==> src/b58dec_pkg.sv <==
// Shared constants, types and the digit lookup of the Base58 text decoder.
package b58dec_pkg;

  // Longest accepted string in non-whitespace symbols; also the byte store depth
  localparam int unsigned MAX_CHARS = 64;
  localparam int unsigned AW        = $clog2(MAX_CHARS);      // store address
  localparam int unsigned CW        = $clog2(MAX_CHARS + 1);  // counts 0..MAX_CHARS
  localparam int unsigned DIGIT_W   = 6;                      // digit 0..57
  localparam int unsigned CARRY_W   = 6;                      // carry stays below 58
  localparam int unsigned SUM_W     = 14;                     // 58*255 + 57
  localparam logic [7:0]  RADIX     = 8'd58;

  // Result status codes
  typedef enum logic [1:0] {
    ST_OK          = 2'd0,
    ST_BAD_CHAR    = 2'd1,
    ST_AFTER_SPACE = 2'd2,
    ST_TOO_LONG    = 2'd3
  } status_e;

  // Parse phase of the current string
  typedef enum logic [1:0] {
    PH_LEAD_SPACE = 2'd0,
    PH_LEAD_ONES  = 2'd1,
    PH_DIGITS     = 2'd2,
    PH_TRAIL_SPACE = 2'd3
  } phase_e;

  typedef struct packed {
    logic               ok;
    logic [DIGIT_W-1:0] val;
  } digit_t;

  // Tab, LF, VT, FF, CR and space
  function automatic logic is_space(input logic [7:0] c);
    return (c == 8'd32) || ((c >= 8'd9) && (c <= 8'd13));
  endfunction

  // Bitcoin alphabet: 1-9, A-H, J-N, P-Z, a-k, m-z
  function automatic digit_t b58_digit(input logic [7:0] c);
    digit_t d;
    d.ok  = 1'b1;
    d.val = '0;
    if (c >= 8'h31 && c <= 8'h39) begin
      d.val = DIGIT_W'(c - 8'h31);
    end else if (c >= 8'h41 && c <= 8'h48) begin
      d.val = DIGIT_W'(c - 8'h41 + 8'd9);
    end else if (c >= 8'h4A && c <= 8'h4E) begin
      d.val = DIGIT_W'(c - 8'h4A + 8'd17);
    end else if (c >= 8'h50 && c <= 8'h5A) begin
      d.val = DIGIT_W'(c - 8'h50 + 8'd22);
    end else if (c >= 8'h61 && c <= 8'h6B) begin
      d.val = DIGIT_W'(c - 8'h61 + 8'd33);
    end else if (c >= 8'h6D && c <= 8'h7A) begin
      d.val = DIGIT_W'(c - 8'h6D + 8'd44);
    end else begin
      d.ok = 1'b0;
    end
    return d;
  endfunction

endpackage

==> src/base58_text_decoder.sv <==
// Base58 text decoder: character stream in, big-endian decoded bytes out.
//
// One ASCII character per input beat, tlast set on the beat that closes the
// string (its data is ignored). Whitespace and leading '1' characters are
// absorbed in the idle state. Every other digit starts a walk: a single
// 8x6-bit multiply-by-58-and-add unit walks the whole byte store, one byte
// per cycle through the store's single read and write port. On the closing
// beat the block emits one zero byte per leading '1' and then the value
// without its leading zero bytes, each byte passing the read and load states;
// a bad string or an empty value gives one result beat instead. tuser flags
// byte_valid and the status code; tlast marks the final beat of a run.
// Input is not taken while a digit or an output run is in progress.
module base58_text_decoder
  import b58dec_pkg::*;
(
  input  logic       clk_i,
  input  logic       rst_ni,
  // input stream
  input  logic       s_axis_tvalid_i,
  output logic       s_axis_tready_o,
  input  logic [7:0] s_axis_tdata_i,   // [7:0] symbol
  input  logic       s_axis_tlast_i,   // end_mark
  // output stream
  output logic       m_axis_tvalid_o,
  input  logic       m_axis_tready_i,
  output logic [7:0] m_axis_tdata_o,   // [7:0] out_byte
  output logic [2:0] m_axis_tuser_o,   // [0] byte_valid, [2:1] status
  output logic       m_axis_tlast_o    // last
);

  typedef enum logic [2:0] {
    S_IDLE,
    S_MUL,
    S_RD,
    S_LOAD,
    S_FINAL
  } state_e;

  localparam logic [CW:0]   MaxExt  = (CW+1)'(MAX_CHARS);
  localparam logic [AW-1:0] TopAddr = AW'(MAX_CHARS - 1);

  state_e             state_q;
  status_e            err_q;
  status_e            fin_status_q;
  phase_e             phase_q;
  logic [CW-1:0]      count_q;
  logic [CW-1:0]      ones_q;
  logic [CW-1:0]      first_q;    // index of first nonzero byte, MAX_CHARS if none
  logic [CW-1:0]      scan_q;     // smallest nonzero index seen in this pass
  logic [CW-1:0]      total_q;
  logic [CW-1:0]      k_q;
  logic [AW-1:0]      idx_q;      // next read address of the walk
  logic               issue_q;
  logic               rpend_q;
  logic [AW-1:0]      ridx_q;     // address whose data sits in rdata_q
  logic [CARRY_W-1:0] carry_q;
  logic [MAX_CHARS-1:0] vld_q;
  logic               rv_q;

  logic [7:0]         mem_q [MAX_CHARS];
  logic [7:0]         rdata_q;

  logic               m_valid_q;
  logic [7:0]         m_data_q;
  logic [2:0]         m_user_q;
  logic               m_last_q;

  // Input beat decode
  logic               s_fire;
  digit_t             dig;
  logic               sym_space;
  logic [CW:0]        total_raw;
  logic [CW-1:0]      total_w;

  // Shared multiply-add unit
  logic [7:0]         rbyte;
  logic [SUM_W-1:0]   sum;
  logic               wr_en;

  // Output side
  logic               out_free;
  logic               out_load;
  logic [AW-1:0]      emit_addr;
  logic [AW-1:0]      rd_addr;
  logic               emit_zero;
  logic               emit_last;
  logic [CW-1:0]      emit_off;

  assign s_axis_tready_o = (state_q == S_IDLE);
  assign s_fire          = s_axis_tvalid_i && s_axis_tready_o;
  assign dig             = b58_digit(s_axis_tdata_i);
  assign sym_space       = is_space(s_axis_tdata_i);

  // Output count: leading zeros plus significant bytes, capped at the store depth
  assign total_raw = (CW+1)'(ones_q) + MaxExt - (CW+1)'(first_q);
  assign total_w   = (total_raw > MaxExt) ? CW'(MAX_CHARS) : CW'(total_raw);

  // Multiply by 58 and add carry; a never-written byte reads as zero
  assign rbyte = rv_q ? rdata_q : 8'd0;
  assign sum   = SUM_W'(RADIX) * SUM_W'(rbyte) + SUM_W'(carry_q);
  assign wr_en = (state_q == S_MUL) && rpend_q;

  // Emit address: byte index after the leading zeros
  assign emit_zero = (k_q < ones_q);
  assign emit_off  = first_q + (k_q - ones_q);
  assign emit_addr = emit_off[AW-1:0];
  assign emit_last = (k_q == total_q - CW'(1));
  assign rd_addr   = (state_q == S_MUL) ? idx_q : emit_addr;

  assign out_free  = !m_valid_q || m_axis_tready_i;
  assign out_load  = ((state_q == S_LOAD) || (state_q == S_FINAL)) && out_free;

  // Byte store: one write, one registered read per cycle
  always_ff @(posedge clk_i) begin
    if (wr_en) begin
      mem_q[ridx_q] <= sum[7:0];
    end
    rdata_q <= mem_q[rd_addr];
  end

  // Sequencer, run state and output register
  always_ff @(posedge clk_i or negedge rst_ni) begin
    if (!rst_ni) begin
      state_q      <= S_IDLE;
      err_q        <= ST_OK;
      fin_status_q <= ST_OK;
      phase_q      <= PH_LEAD_SPACE;
      count_q      <= '0;
      ones_q       <= '0;
      first_q      <= CW'(MAX_CHARS);
      scan_q       <= CW'(MAX_CHARS);
      total_q      <= '0;
      k_q          <= '0;
      idx_q        <= '0;
      issue_q      <= 1'b0;
      rpend_q      <= 1'b0;
      ridx_q       <= '0;
      carry_q      <= '0;
      vld_q        <= '0;
      rv_q         <= 1'b0;
      m_valid_q    <= 1'b0;
      m_data_q     <= '0;
      m_user_q     <= '0;
      m_last_q     <= 1'b0;
    end else begin
      rv_q <= vld_q[rd_addr];
      if (out_load) begin
        m_valid_q <= 1'b1;
      end else if (m_axis_tready_i) begin
        m_valid_q <= 1'b0;
      end

      unique case (state_q)
        S_IDLE: begin
          if (s_fire && s_axis_tlast_i) begin
            // end of string
            k_q     <= '0;
            total_q <= total_w;
            if (err_q != ST_OK) begin
              fin_status_q <= err_q;
              state_q      <= S_FINAL;
            end else if (total_w == '0) begin
              fin_status_q <= ST_OK;
              state_q      <= S_FINAL;
            end else begin
              state_q <= S_RD;
            end
          end else if (s_fire && err_q == ST_OK) begin
            priority if (sym_space) begin
              if (phase_q != PH_LEAD_SPACE) begin
                phase_q <= PH_TRAIL_SPACE;
              end
            end else if (phase_q == PH_TRAIL_SPACE) begin
              err_q <= ST_AFTER_SPACE;
            end else if (!dig.ok) begin
              err_q <= ST_BAD_CHAR;
            end else if (count_q >= CW'(MAX_CHARS)) begin
              err_q <= ST_TOO_LONG;
            end else begin
              count_q <= count_q + CW'(1);
              if (dig.val == '0 && phase_q != PH_DIGITS) begin
                ones_q  <= ones_q + CW'(1);
                phase_q <= PH_LEAD_ONES;
              end else begin
                // start a store walk from the least significant byte
                phase_q <= PH_DIGITS;
                carry_q <= CARRY_W'(dig.val);
                idx_q   <= TopAddr;
                issue_q <= 1'b1;
                rpend_q <= 1'b0;
                scan_q  <= CW'(MAX_CHARS);
                state_q <= S_MUL;
              end
            end
          end
        end

        S_MUL: begin
          // read stage
          rpend_q <= issue_q;
          ridx_q  <= idx_q;
          if (issue_q) begin
            if (idx_q == '0) begin
              issue_q <= 1'b0;
            end else begin
              idx_q <= idx_q - AW'(1);
            end
          end
          // multiply-add and write-back stage
          if (rpend_q) begin
            vld_q[ridx_q] <= 1'b1;
            carry_q       <= sum[SUM_W-1:8];
            if (ridx_q == '0) begin
              first_q <= (sum[7:0] != 8'd0) ? '0 : scan_q;
              state_q <= S_IDLE;
            end else if (sum[7:0] != 8'd0) begin
              scan_q <= CW'(ridx_q);
            end
          end
        end

        S_RD: begin
          state_q <= S_LOAD;
        end

        S_LOAD: begin
          if (out_free) begin
            m_data_q  <= emit_zero ? 8'd0 : rbyte;
            m_user_q  <= {ST_OK, 1'b1};
            m_last_q  <= emit_last;
            if (emit_last) begin
              err_q   <= ST_OK;
              phase_q <= PH_LEAD_SPACE;
              count_q <= '0;
              ones_q  <= '0;
              first_q <= CW'(MAX_CHARS);
              vld_q   <= '0;
              state_q <= S_IDLE;
            end else begin
              k_q     <= k_q + CW'(1);
              state_q <= S_RD;
            end
          end
        end

        S_FINAL: begin
          if (out_free) begin
            m_data_q  <= 8'd0;
            m_user_q  <= {fin_status_q, 1'b0};
            m_last_q  <= 1'b1;
            err_q     <= ST_OK;
            phase_q   <= PH_LEAD_SPACE;
            count_q   <= '0;
            ones_q    <= '0;
            first_q   <= CW'(MAX_CHARS);
            vld_q     <= '0;
            state_q   <= S_IDLE;
          end
        end

        default: begin
          state_q <= S_IDLE;
        end
      endcase
    end
  end

  assign m_axis_tvalid_o = m_valid_q;
  assign m_axis_tdata_o  = m_data_q;
  assign m_axis_tuser_o  = m_user_q;
  assign m_axis_tlast_o  = m_last_q;

  // Leading ones are a subset of the counted symbols
  a_ones_le_count: assert property (@(posedge clk_i) disable iff (!rst_ni)
    ones_q <= count_q)
    else $error("leading-one count exceeds symbol count");

  // The store is only written after a clean digit was accepted
  a_write_no_err: assert property (@(posedge clk_i) disable iff (!rst_ni)
    wr_en |-> (err_q == ST_OK) && (phase_q == PH_DIGITS))
    else $error("store write outside digit phase");

  // A new output beat is only produced by the output states
  a_out_source: assert property (@(posedge clk_i) disable iff (!rst_ni)
    $rose(m_valid_q) |-> ($past(state_q) == S_LOAD || $past(state_q) == S_FINAL))
    else $error("output beat from wrong state");

  // Emitting the final byte clears the run state
  a_run_cleared: assert property (@(posedge clk_i) disable iff (!rst_ni)
    (state_q == S_LOAD && out_free && emit_last) |=>
      (count_q == '0 && ones_q == '0 && vld_q == '0 && state_q == S_IDLE))
    else $error("run state not cleared after last byte");

  // An output run never exceeds the store depth
  a_total_bound: assert property (@(posedge clk_i) disable iff (!rst_ni)
    (state_q == S_LOAD) |-> (k_q < total_q) && (total_q <= CW'(MAX_CHARS)))
    else $error("output index out of range");

endmodule

==> config.mk <==
export PLATFORM = sky130hd
export DESIGN_NAME = base58_text_decoder
export DESIGN_NICKNAME = d
export VERILOG_FILES = /design/src/b58dec_pkg.sv /design/src/base58_text_decoder.sv
export SDC_FILE = /design/constraint.sdc
export NUM_CORES = 1
export LEC_CHECK = 0
export BUFFER_PORTS_ARGS = -buffer_cell sky130_fd_sc_hd__buf_2
export CAP_MARGIN = 0
export CORE_MARGIN = 4
export CORE_UTILIZATION = 23
export DETAILED_ROUTE_END_ITERATION = 12
export HOLD_SLACK_MARGIN = 0.08
export PLACE_DENSITY = 0.39
export SYNTH_ARGS = -nofsm -noshare
export SYNTH_HDL_FRONTEND = slang
export SYNTH_SLANG_ARGS = --single-unit
==> constraint.sdc <==
create_clock -name clk_i -period 12 [get_ports clk_i]
set_input_delay 1.2 -clock clk_i [delete_from_list [all_inputs] [get_ports clk_i]]
set_output_delay 1.2 -clock clk_i [all_outputs]
set_load 0.05 [all_outputs]
## Word-level counts from Yosys, hierarchy flattened

Memories as Yosys holds them, arrays and structs flattened. A register that Yosys moved wholly into a read port is not among the register bits.
Index checks and enable logic that the tools add are counted.

| cells by class | value |
|---|---|
| add/sub/neg operators | 21 |
| multiply operators | 1 |
| magnitude comparators | 20 |
| equality and inequality tests | 38 |
| multiplexer cells | 151 |
| bitwise gates (word level) | 1 |
| reduce and logical (&&, ||, !) cells | 49 |

Operator list:

| operator | number |
|---|---|
| $mux W64 | 4 |
| $mux W7 | 36 |
| $pmux W64 S3 | 1 |
| $mux W6 | 24 |
| $or A64 B64 Y64 | 1 |
| $pmux W7 S3 | 3 |
| $mux W3 | 15 |
| $ge A8 B7 Y1 const B | 5 |
| $le A8 B7 Y1 const B | 5 |
| $mux W2 | 20 |
| $reduce_and A10 Y1 | 4 |
| $mux W8 | 4 |
| $mux W1 | 30 |
| $ne A2 B2 Y1 const B | 14 |
| $pmux W7 S2 | 2 |
| $pmux W6 S2 | 2 |
| $reduce_and A11 Y1 | 2 |
| $add A7 B1 Y7 const B | 3 |
| $logic_not A6 Y1 | 3 |
| $sub A6 B6 Y6 const B | 3 |
| $pmux W8 S2 | 1 |
| $reduce_and A8 Y1 | 2 |
| $ne A3 B3 Y1 const B | 5 |
| $pmux W3 S5 | 1 |
| 52 further kinds | 91 |

| word-level totals | value |
|---|---|
| bits in registers | 149 |
| bits in writable memories | 512 |
| input port bits | 13 |
| output and inout bits | 14 |
| logic and storage cells | 303 |
| memories | 1 |

Memory list:

| memory | words | width | read ports | clocked after memory_dff | wr ports | RTL line | text |
|---|---|---|---|---|---|---|---|
| mem_q | 64 | 8 | 1 | 1 | 1 | base58_text_decoder.sv:60 | `logic [7:0] mem_q [MAX_CHARS];` |

## Logic depth before layout (Yosys ltp)

Gate-level depths: netlist of the first run.

| depth | value |
|---|---|
| depth in word-level cells | 18 |
| gate-level depth with buffers | 19 |
| mapped depth without buffers | 18 |

## Worst setup path after synthesis of the first run

Ideal clock, no wire load.

| timing | value |
|---|---|
| kind | register to register |
| start point | register rv_q |
| end point | register scan_q[0] |
| library setup time | 0.121 ns |
| data arrival time | 5.935 ns |
| required time | 11.879 ns |
| path slack | 5.944 ns |
| stages on the path, launching flop included | 18 |
| path buffers | 2 |
| clock period less this slack | 6.056 ns |
| cells stage by stage | dfrtp_1 -> clkbuf_1 -> clkbuf_1 -> and2_1 -> ha_1 -> ha_1 -> ha_1 -> inv_1 -> fa_1 -> inv_1 -> ha_1 -> o21ai_0 -> nand2_1 -> xnor2_1 -> nor3_1 -> nor2_1 -> a21oi_1 -> a22o_1 |

| on the way | value |
|---|---|
| word-level cells in the longest chain between the ends | 6 |

RTL lines:

| item | RTL line | text |
|---|---|---|
| start, declared | base58_text_decoder.sv:58 | `logic rv_q;` |
| start signal, assigned | base58_text_decoder.sv:146 | `rv_q <= vld_q[rd_addr];` |
| $mux W8 | base58_text_decoder.sv:99 | `assign rbyte = rv_q ? rdata_q : 8'd0;` |
| $mul A5 B8 Y13 | base58_text_decoder.sv:100 | `assign sum = SUM_W'(RADIX) * SUM_W'(rbyte) + SUM_W'(carry_q);` |
| $add A14 B6 Y14 | base58_text_decoder.sv:100 |  |
| named net sum[6] | base58_text_decoder.sv:77 | `logic [SUM_W-1:0] sum;` |
| $reduce_bool A8 Y1 | base58_text_decoder.sv:216 | `end else if (sum[7:0] != 8'd0) begin` |
| $ne A2 B1 Y1 (no source line) | n/a |  |
| $reduce_and A11 Y1 (no source line) | n/a |  |
| end signal, assigned | base58_text_decoder.sv:131 | `scan_q <= CW'(MAX_CHARS);` |
| end signal, assigned | base58_text_decoder.sv:191 | `scan_q <= CW'(MAX_CHARS);` |
| end signal, assigned | base58_text_decoder.sv:217 | `scan_q <= CW'(ridx_q);` |
| end, declared | base58_text_decoder.sv:49 | `logic [CW-1:0] scan_q;` |

The timed path passes the listed nets, and every way through them passes these cells.
A chain may end at the register's enable or synchronous reset.

## Worst setup path in the final report of the first run

| timing | value |
|---|---|
| start point | register rdata_q[1], read port of mem_q |
| end point | register scan_q[0] |

| on the way | value |
|---|---|
| word-level cells in the longest chain between the ends | 6 |

RTL lines:

| item | RTL line | text |
|---|---|---|
| start, declared | base58_text_decoder.sv:61 | `logic [7:0] rdata_q;` |
| $mux W8 | base58_text_decoder.sv:99 |  |
| $mul A5 B8 Y13 | base58_text_decoder.sv:100 |  |
| $add A14 B6 Y14 | base58_text_decoder.sv:100 |  |
| named net sum[7] | base58_text_decoder.sv:77 |  |
| $reduce_bool A8 Y1 | base58_text_decoder.sv:216 |  |
| $ne A2 B1 Y1 (no source line) | n/a |  |
| $reduce_and A11 Y1 (no source line) | n/a |  |

The timed path passes the listed nets, and every way through them passes these cells.

==> out/results.ini, run 1 <==
[synth]
synth_ff_type=edfxtp_1
syn_inst=2016
syn_area_mm2=0.0303
ys_seq_area_frac=0.636
synthesis.nets=2121
syn-mean-instance-area_um2=15.0
synth_async_sr_flop_share=0.223
synth_seq_cells=669
yosysWarnings=0
ys_types=101
synth-edff-count=512

[route]
drc=0
wire_per_inst_um=20.6
ant_nets=0
vias=17200
drt-total-wl_mm=79.5
drt_pass1_iterations=7
via_per_inst=4.47
drt_iter0_drc=1305

[layout]
antennaDiodeCount=0
final_core_util=0.269
area_growth_pct=15.5
final.fill_count=13300
final_cell_mix=edfxtp_1 (512), nor2_1 (192), dfrtp_1 (146)
drive_above_1_share=0.173
multi_input_area_mm2=0.0104
seq_area_mm2=0.0193
nets=2153
final_common_cell=edfxtp_1

[critical_path]
cpMaxStageDelayCell=dfxtp_1
reg2reg_slack_ns=6.68
cp_max_fo=65
critPathArrivalTime_ns=5.84
crit_path_max_incr_delay_ns=0.56
path_common_cell=ha_1
criticalPathCategory=register to register
worstPathCellList=xor2_1 -> and2_1 -> ha_1 -> or2_2 -> ha_1 -> fa_1 -> ha_1 -> xor2_1 -> nor2_1 -> a21oi_1 -> xor2_4 -> buf_4 -> nor3_1 -> nor2_1 -> a21oi_1 -> a22o_1
cp.required_ns=12.52
startpoint_type=register
end_kind=register
r2r_cells=16

[die]
die-area_mm2=0.138
io_pins=27
die_h_um=371
coreArea_mm2=0.130
die_w_um=371
rows=132
start_util=0.233

[global_routing]
grt_overflow=0
track_usage=0.115
grt_pass1_vias=18100
grt_pass1_wl_mm=120
antenna_found_initial=0
grt_max_degree=109

[cts]
insertion_delay_ns=0.63
post_cts_resized=0
cts_tree=yes
cts_htree_levels=3
cts_made_buffers=79
path_clk_slew_ns=0.06
post_cts_buffers=0
cts_root_buf=clkbuf_16
postCtsHoldBufs=0
clock_sinks=669
cts.path.max_buffers=3

[min_path]
worstHoldPathCells=2
min_path_type=register to register

[flow_run]
drv_cap=0

[status]
status=complete, no violations

[sta]
fin_skew_ns=0.0260
rsz0062_at_grt=no
final-hold-violation-count=0
period_share=0.443
final_max_slew_viol_count=0
min_period_ns=5.32
tightestPinTransition_ns=1.19
setup_violations=0
slew_headroom=0.202
tns_ns=0
timing.fmax_mhz=188

[placement]
numPortBuffers=26
gp_congestion=0.769
dp_hpwl_mm=48.5

cells by family after synthesis:
kind of cell             synth area share
flip-flops                          0.636
AO/OA/AOI/OAI                      0.0790
adder cells (fa/ha/maj)            0.0412
AND/OR/NAND/NOR                    0.0747
buffers and inverters              0.0239
multiplexers                        0.130
XOR/XNOR                           0.0153
routing by layer:
layer  up-vias  global-route usage  share of wire
li1       7820                   -              -
met1      9003               0.161           0.47
met2       285               0.187           0.47
met3       102              0.0232          0.043
met4         0              0.0247          0.018
met5         -                   0              0
area by class of cell:
type,instances,area share
sequential,669,0.550
multi-input combinational,1175,0.297
clock buffer,106,0.0636
tap,1742,0.0623
timing repair buffer,51,0.0103
clock inverter,37,0.00872
inverter,72,0.00772
path summary, 6_finish.rpt:
path | from | endpoint
min reg2reg | vld_q[62] | vld_q[62]
max in group asynchronous | rst_ni | vld_q[33]
min in group asynchronous | rst_ni | total_q[4]
min | vld_q[62] | vld_q[62]
max reg2reg | rdata_q[1] | scan_q[0]
max | rdata_q[1] | scan_q[0]
critical path, delay by kind of cell (launching register included):
kind                     cells  cell delay (ns)
flip-flops                   1             0.56
AO/OA/AOI/OAI                3             0.93
buffers and inverters        1             0.51
adder cells (fa/ha/maj)      4             1.31
AND/OR/NAND/NOR              5             1.25
XOR/XNOR                     3             0.65
synth_stat cells, drive strengths merged, types with 10 or more instances:
library cell	count	share of area
a21oi	139	0.023
and2	14	0.0029
o21a	10	0.0025
inv	72	0.0089
edfxtp	512	0.51
xor2	20	0.0058
fa	13	0.0086
a21boi	10	0.0030
xnor2	33	0.0095
ha	79	0.033
clkbuf	43	0.0053
dfrtp	147	0.12
a211oi	45	0.011
nand2	91	0.011
nor2b	41	0.0085
mux4	144	0.11
nand3	15	0.0025
nor2	193	0.024
nor3	18	0.0030
nand2b	10	0.0021
a22o	21	0.0061
a21o	11	0.0027
and3	12	0.0025
buf	57	0.0097
mux2i	67	0.023
o21ai	45	0.0074
through the flow:
| stage | setup slack, ns | std cells | cell area [um2] | hold WS, ns |
|---|---|---|---|---|
| after detailed placement | 6.62 | 3709 | 32500 | 0.476 |
| after CTS | 6.59 | 3852 | 35000 | 0.491 |
| after global routing | 6.30 | 3852 | 35000 | 0.502 |
| final | 6.68 | 3852 | 35000 | 0.490 |
| after floorplan | 5.94 | 2016 | 30300 | 0.448 |
| after global placement | 6.79 | 3709 | 32500 | 0.471 |
flip-flops by register name (all words and copies together), names as in the netlist, 2 cells and up:
| register | cells |
|---|---|
| total_q | 7 |
| ones_q | 7 |
| m_axis_tdata_o | 8 |
| mem_q | 512 |
| k_q | 7 |
| phase_q | 2 |
| first_q | 7 |
| count_q | 7 |
| ridx_q | 6 |
| m_axis_tuser_o | 3 |
| scan_q | 7 |
| vld_q | 64 |
| fin_status_q | 2 |
| rdata_q | 8 |
| carry_q | 6 |
| err_q | 2 |
| state_q | 3 |
| idx_q | 6 |
Power of run 1 is not shown: default switching activity piles up to over one toggle a cycle in this logic, so the estimate is an artifact.
==> run 2: changes to the inputs <==
==> constraint.sdc (replaced) <==
create_clock -name clk_i -period 5.6 [get_ports clk_i]
set_input_delay 0.56 -clock clk_i [delete_from_list [all_inputs] [get_ports clk_i]]
set_output_delay 0.56 -clock clk_i [all_outputs]
set_load 0.05 [all_outputs]
==> run 2 against run 1 <==
  * Design area up 0.48%
  * Worst hold slack worse by 0.012 ns
  * Routed wire length grew 1.2%
  * Critical path type unchanged
==> out/results.ini, run 2 (synthesized netlist as in run 1, its figures left out) <==
[die]
io_pins=27
die_h_um=371
start_util=0.233
die_w_um=371
rows=132
coreArea_mm2=0.130
die-area_mm2=0.138

[critical_path]
end_kind=register
criticalPathCategory=register to register
critPathArrivalTime_ns=5.75
cp.required_ns=6.15
r2r_cells=15
startpoint_type=register
cp_max_fo=11

[route]
wire_per_inst_um=20.8
ant_nets=0
vias=17500
drt-total-wl_mm=80.4
drt_pass1_iterations=5
via_per_inst=4.52
drt_iter0_drc=1427
drc=0

[sta]
setup_violations=0
tightestPinTransition_ns=1.23
tns_ns=0
period_share=0.929
final_max_slew_viol_count=0
timing.fmax_mhz=192
fin_skew_ns=0.0245
hold_slack_ns=0.478
rsz0062_at_grt=no
slew_headroom=0.181
min_period_ns=5.20
final-hold-violation-count=0

[cts]
clock_sinks=669
post_cts_buffers=0
post_cts_resized=0
postCtsHoldBufs=1
path_clk_slew_ns=0.06
cts_htree_levels=3
cts_tree=yes
insertion_delay_ns=0.64
cts_made_buffers=78
cts.path.max_buffers=3
cts_root_buf=clkbuf_16

[global_routing]
track_usage=0.117
grt_max_degree=87
grt_pass1_wl_mm=121
antenna_found_initial=0
grt_pass1_vias=18200
grt_overflow=0

[layout]
stdcell_count=3873
nets=2170
top_regs=mem_q: 512 flops, vld_q: 64 flops
area_growth_pct=16.1
final_cell_mix=edfxtp_1 (512), nor2_1 (192), dfrtp_1 (146)
drive_above_1_share=0.175
final.fill_count=13300
largest_reg_flops=512
final_common_cell=edfxtp_1
top_register=mem_q

[status]
status=complete, no violations

[placement]
gp_congestion=0.756
dp_hpwl_mm=50.2
place_inst=3726
numPortBuffers=26

[flow_run]
drv_cap=0

[min_path]
min_path_type=input pin to register
worstHoldPathCells=4

## run 2: cell types whose count changed in the layout (fill, tap and decap cells not counted), moves of 5 or more
cell	delta
clkbuf_16	-5
buf_4	+14
clkinv_1	+6
clkinv_2	-5
## run 2: final cells by class
cell class	count	area [um2]	area share
sequential	669	19300	0.548
multi-input combinational	1175	10400	0.296
tap	1742	2180	0.0620
clock buffer	101	2070	0.0588
timing repair buffer	69	537	0.0153
clock inverter	43	424	0.0121
inverter	72	270	0.00768
antenna	2	5.00	0.000142
## run 2: final timing paths
| check | startpoint | to | slack [ns] |
|---|---|---|---|
| worst max-delay path | rdata_q[1] | scan_q[0] | 0.40 |
| worst min-delay path | s_axis_tdata_i[0] | carry_q[0] | 0.48 |
| worst max register to register | rdata_q[1] | scan_q[0] | 0.40 |
| worst min register to register | first_q[6] | first_q[6] | 0.49 |
| max in group asynchronous | rst_ni | vld_q[38] | 3.59 |
| min in group asynchronous | rst_ni | total_q[4] | 0.57 |
## run 2: critical path: stages (launching register included)
cell and delay (ns):
dfxtp_1 0.58, xor2_1 0.11, and2_1 0.19, ha_1 0.17
or2_2 0.29, ha_1 0.30, fa_1 0.49, ha_1 0.36
xor2_1 0.51, nor2_1 0.12, a21oi_1 0.41, xor2_4 0.12
nor3_1 0.53, nor2_1 0.28, a21oi_1 0.46, a22o_1 0.21
## run 2: metal layers
layer	share of wire	GRT usage	vias up
met1	0.47	0.164	9162
met3	0.050	0.0251	120
met4	0.022	0.0283	0
li1	-	-	7847
met5	0	0	-
met2	0.46	0.183	378
## run 2: per-stage QoR
stage	area, um2	worst slack, ns	util
2_1_floorplan	30300	0.311	-
3_3_place_gp	32700	0.497	0.251
3_5_place_dp	32700	0.361	0.251
4_1_cts	35200	0.316	0.270
5_1_grt	35200	0.0967	0.270
6_report	35200	0.398	0.270
Power of run 2 is left out for the same reason.
==> run 3: changes to the inputs <==
--- a/config.mk
+++ b/config.mk
@@ -12,6 +12,7 @@
 export DETAILED_ROUTE_END_ITERATION = 12
 export HOLD_SLACK_MARGIN = 0.08
 export PLACE_DENSITY = 0.39
+export SKIP_CTS_REPAIR_TIMING = 1
 export SYNTH_ARGS = -nofsm -noshare
 export SYNTH_HDL_FRONTEND = slang
 export SYNTH_SLANG_ARGS = --single-unit
==> constraint.sdc (replaced) <==
create_clock -name clk_i -period 5.57 [get_ports clk_i]
set_input_delay 0.557 -clock clk_i [delete_from_list [all_inputs] [get_ports clk_i]]
set_output_delay 0.557 -clock clk_i [all_outputs]
set_load 0.05 [all_outputs]
==> run 3 against run 2 <==
  * Via count decreased by 0.11%
  * Final cell count increased by 0.10%
  * Clock skew decreased by 0.0029 ns
  * Critical endpoint is now scan_q[3]
  * Worst hold slack got worse by 0.087 ns
  * Critical path type unchanged
  * Design area increased by 0.38%
  * Sequential share of layout area decreased by 0.21 points
  * First-iteration DRC count decreased by 13%
==> out/results.ini, run 3 (synthesized netlist as in run 1, its figures left out) <==
[cts]
cts.path.max_buffers=3
clock_sinks=669
cts_root_buf=clkbuf_16
cts_htree_levels=3
cts_made_buffers=79
path_clk_slew_ns=0.06
insertion_delay_ns=0.62
cts_tree=yes

[sta]
rsz0062_at_grt=no
timing.fmax_mhz=189
setup_violations=0
period_share=0.948
fin_skew_ns=0.0217
tns_ns=0
slew_headroom=0.190
final-hold-violation-count=0
min_period_ns=5.28
final_max_slew_viol_count=0
tightestPinTransition_ns=1.21

[die]
coreArea_mm2=0.130
io_pins=27
start_util=0.233
die-area_mm2=0.138
rows=132
die_h_um=371
die_w_um=371

[route]
ant_nets=0
drt-total-wl_mm=80.2
drt_pass1_iterations=5
vias=17500
via_per_inst=4.51
drc=0
drt_iter0_drc=1241
wire_per_inst_um=20.7

[flow_run]
drv_cap=0

[min_path]
min_path_type=input pin to asynchronous set/reset pin

[critical_path]
r2r_cells=15
cp_max_fo=11
end_kind=register
criticalPathCategory=register to register
startpoint_type=register
critPathArrivalTime_ns=5.82
crit_start=rdata_q[1]
cp.required_ns=6.11
worstReg2RegStart=rdata_q[1]

[global_routing]
antenna_found_initial=0
grt_pass1_wl_mm=121
grt_overflow=0
grt_pass1_vias=18200
track_usage=0.116
grt_max_degree=84

[layout]
top_register=mem_q
final_common_cell=edfxtp_1
area_growth_pct=16.5
final.fill_count=13300
stdcell_count=3877
final_cell_mix=edfxtp_1 (512), nor2_1 (192), dfrtp_1 (146)
drive_above_1_share=0.183
largest_reg_flops=512
nets=2173
top_regs=mem_q: 512 flops, vld_q: 64 flops

[placement]
gp_congestion=0.762
numPortBuffers=26
dp_hpwl_mm=50.9
place_inst=3728

[status]
status=complete, no violations

## run 3: changes by cell type in the layout (fill, tap and decap cells not counted), moves of 2 or more
cell	delta
clkinvlp_4	+3
clkinv_1	-3
clkbuf_1	-10
bufinv_16	+2
clkinv_2	+9
## run 3: layout make-up
class / instances / area (um2) / share of cell area
multi-input cells: 1175 / 10400 / 0.295
well taps: 1742 / 2180 / 0.0617
flip-flops and latches: 669 / 19300 / 0.546
inverters: 72 / 270 / 0.00766
clock inverters: 55 / 544 / 0.0154
clock buffers: 92 / 2060 / 0.0583
diodes: 1 / 2.50 / 0.0000709
repair buffers: 71 / 564 / 0.0160
## run 3: final timing paths
path | endpoint | slack [ns]
max | scan_q[3] | 0.29
min | total_q[4] | 0.39
max reg2reg | scan_q[3] | 0.29
min reg2reg | count_q[5] | 0.49
max in group asynchronous | vld_q[31] | 3.73
min in group clk_i | carry_q[0] | 0.49
## run 3: metal layers
layer / up-vias / GRT usage / wire length [um]
li1: 7853 / - / -
met1: 9103 / 0.165 / 37900
met2: 412 / 0.183 / 36600
met3: 120 / 0.0203 / 3770
met4: 0 / 0.0311 / 1910
met5: - / 0 / 0
## run 3: through the flow
stage	setup WS [ns]	utilization	hold WS, ns	cell area [um2]
floorplan	0.281	-	0.261	30300
global placement	0.480	0.251	0.467	32700
finish	0.291	0.271	0.391	35300
detailed placement	0.339	0.251	0.469	32700
CTS	0.272	0.271	-0.214	35300
global route	0.0200	0.271	0.403	35300
## run 3: critical path: stages, from the launching register on
cell     delay, ns
dfxtp_1       0.58
xor2_1        0.11
and2_1        0.19
ha_1          0.17
or2_2         0.29
ha_1          0.30
fa_1          0.49
ha_1          0.37
xor2_1        0.53
nor2_1        0.11
a21oi_1       0.42
xor2_4        0.12
nor3_1        0.58
nor2_1        0.28
a21oi_1       0.46
a22o_1        0.21
Power of run 3 is left out for the same reason.
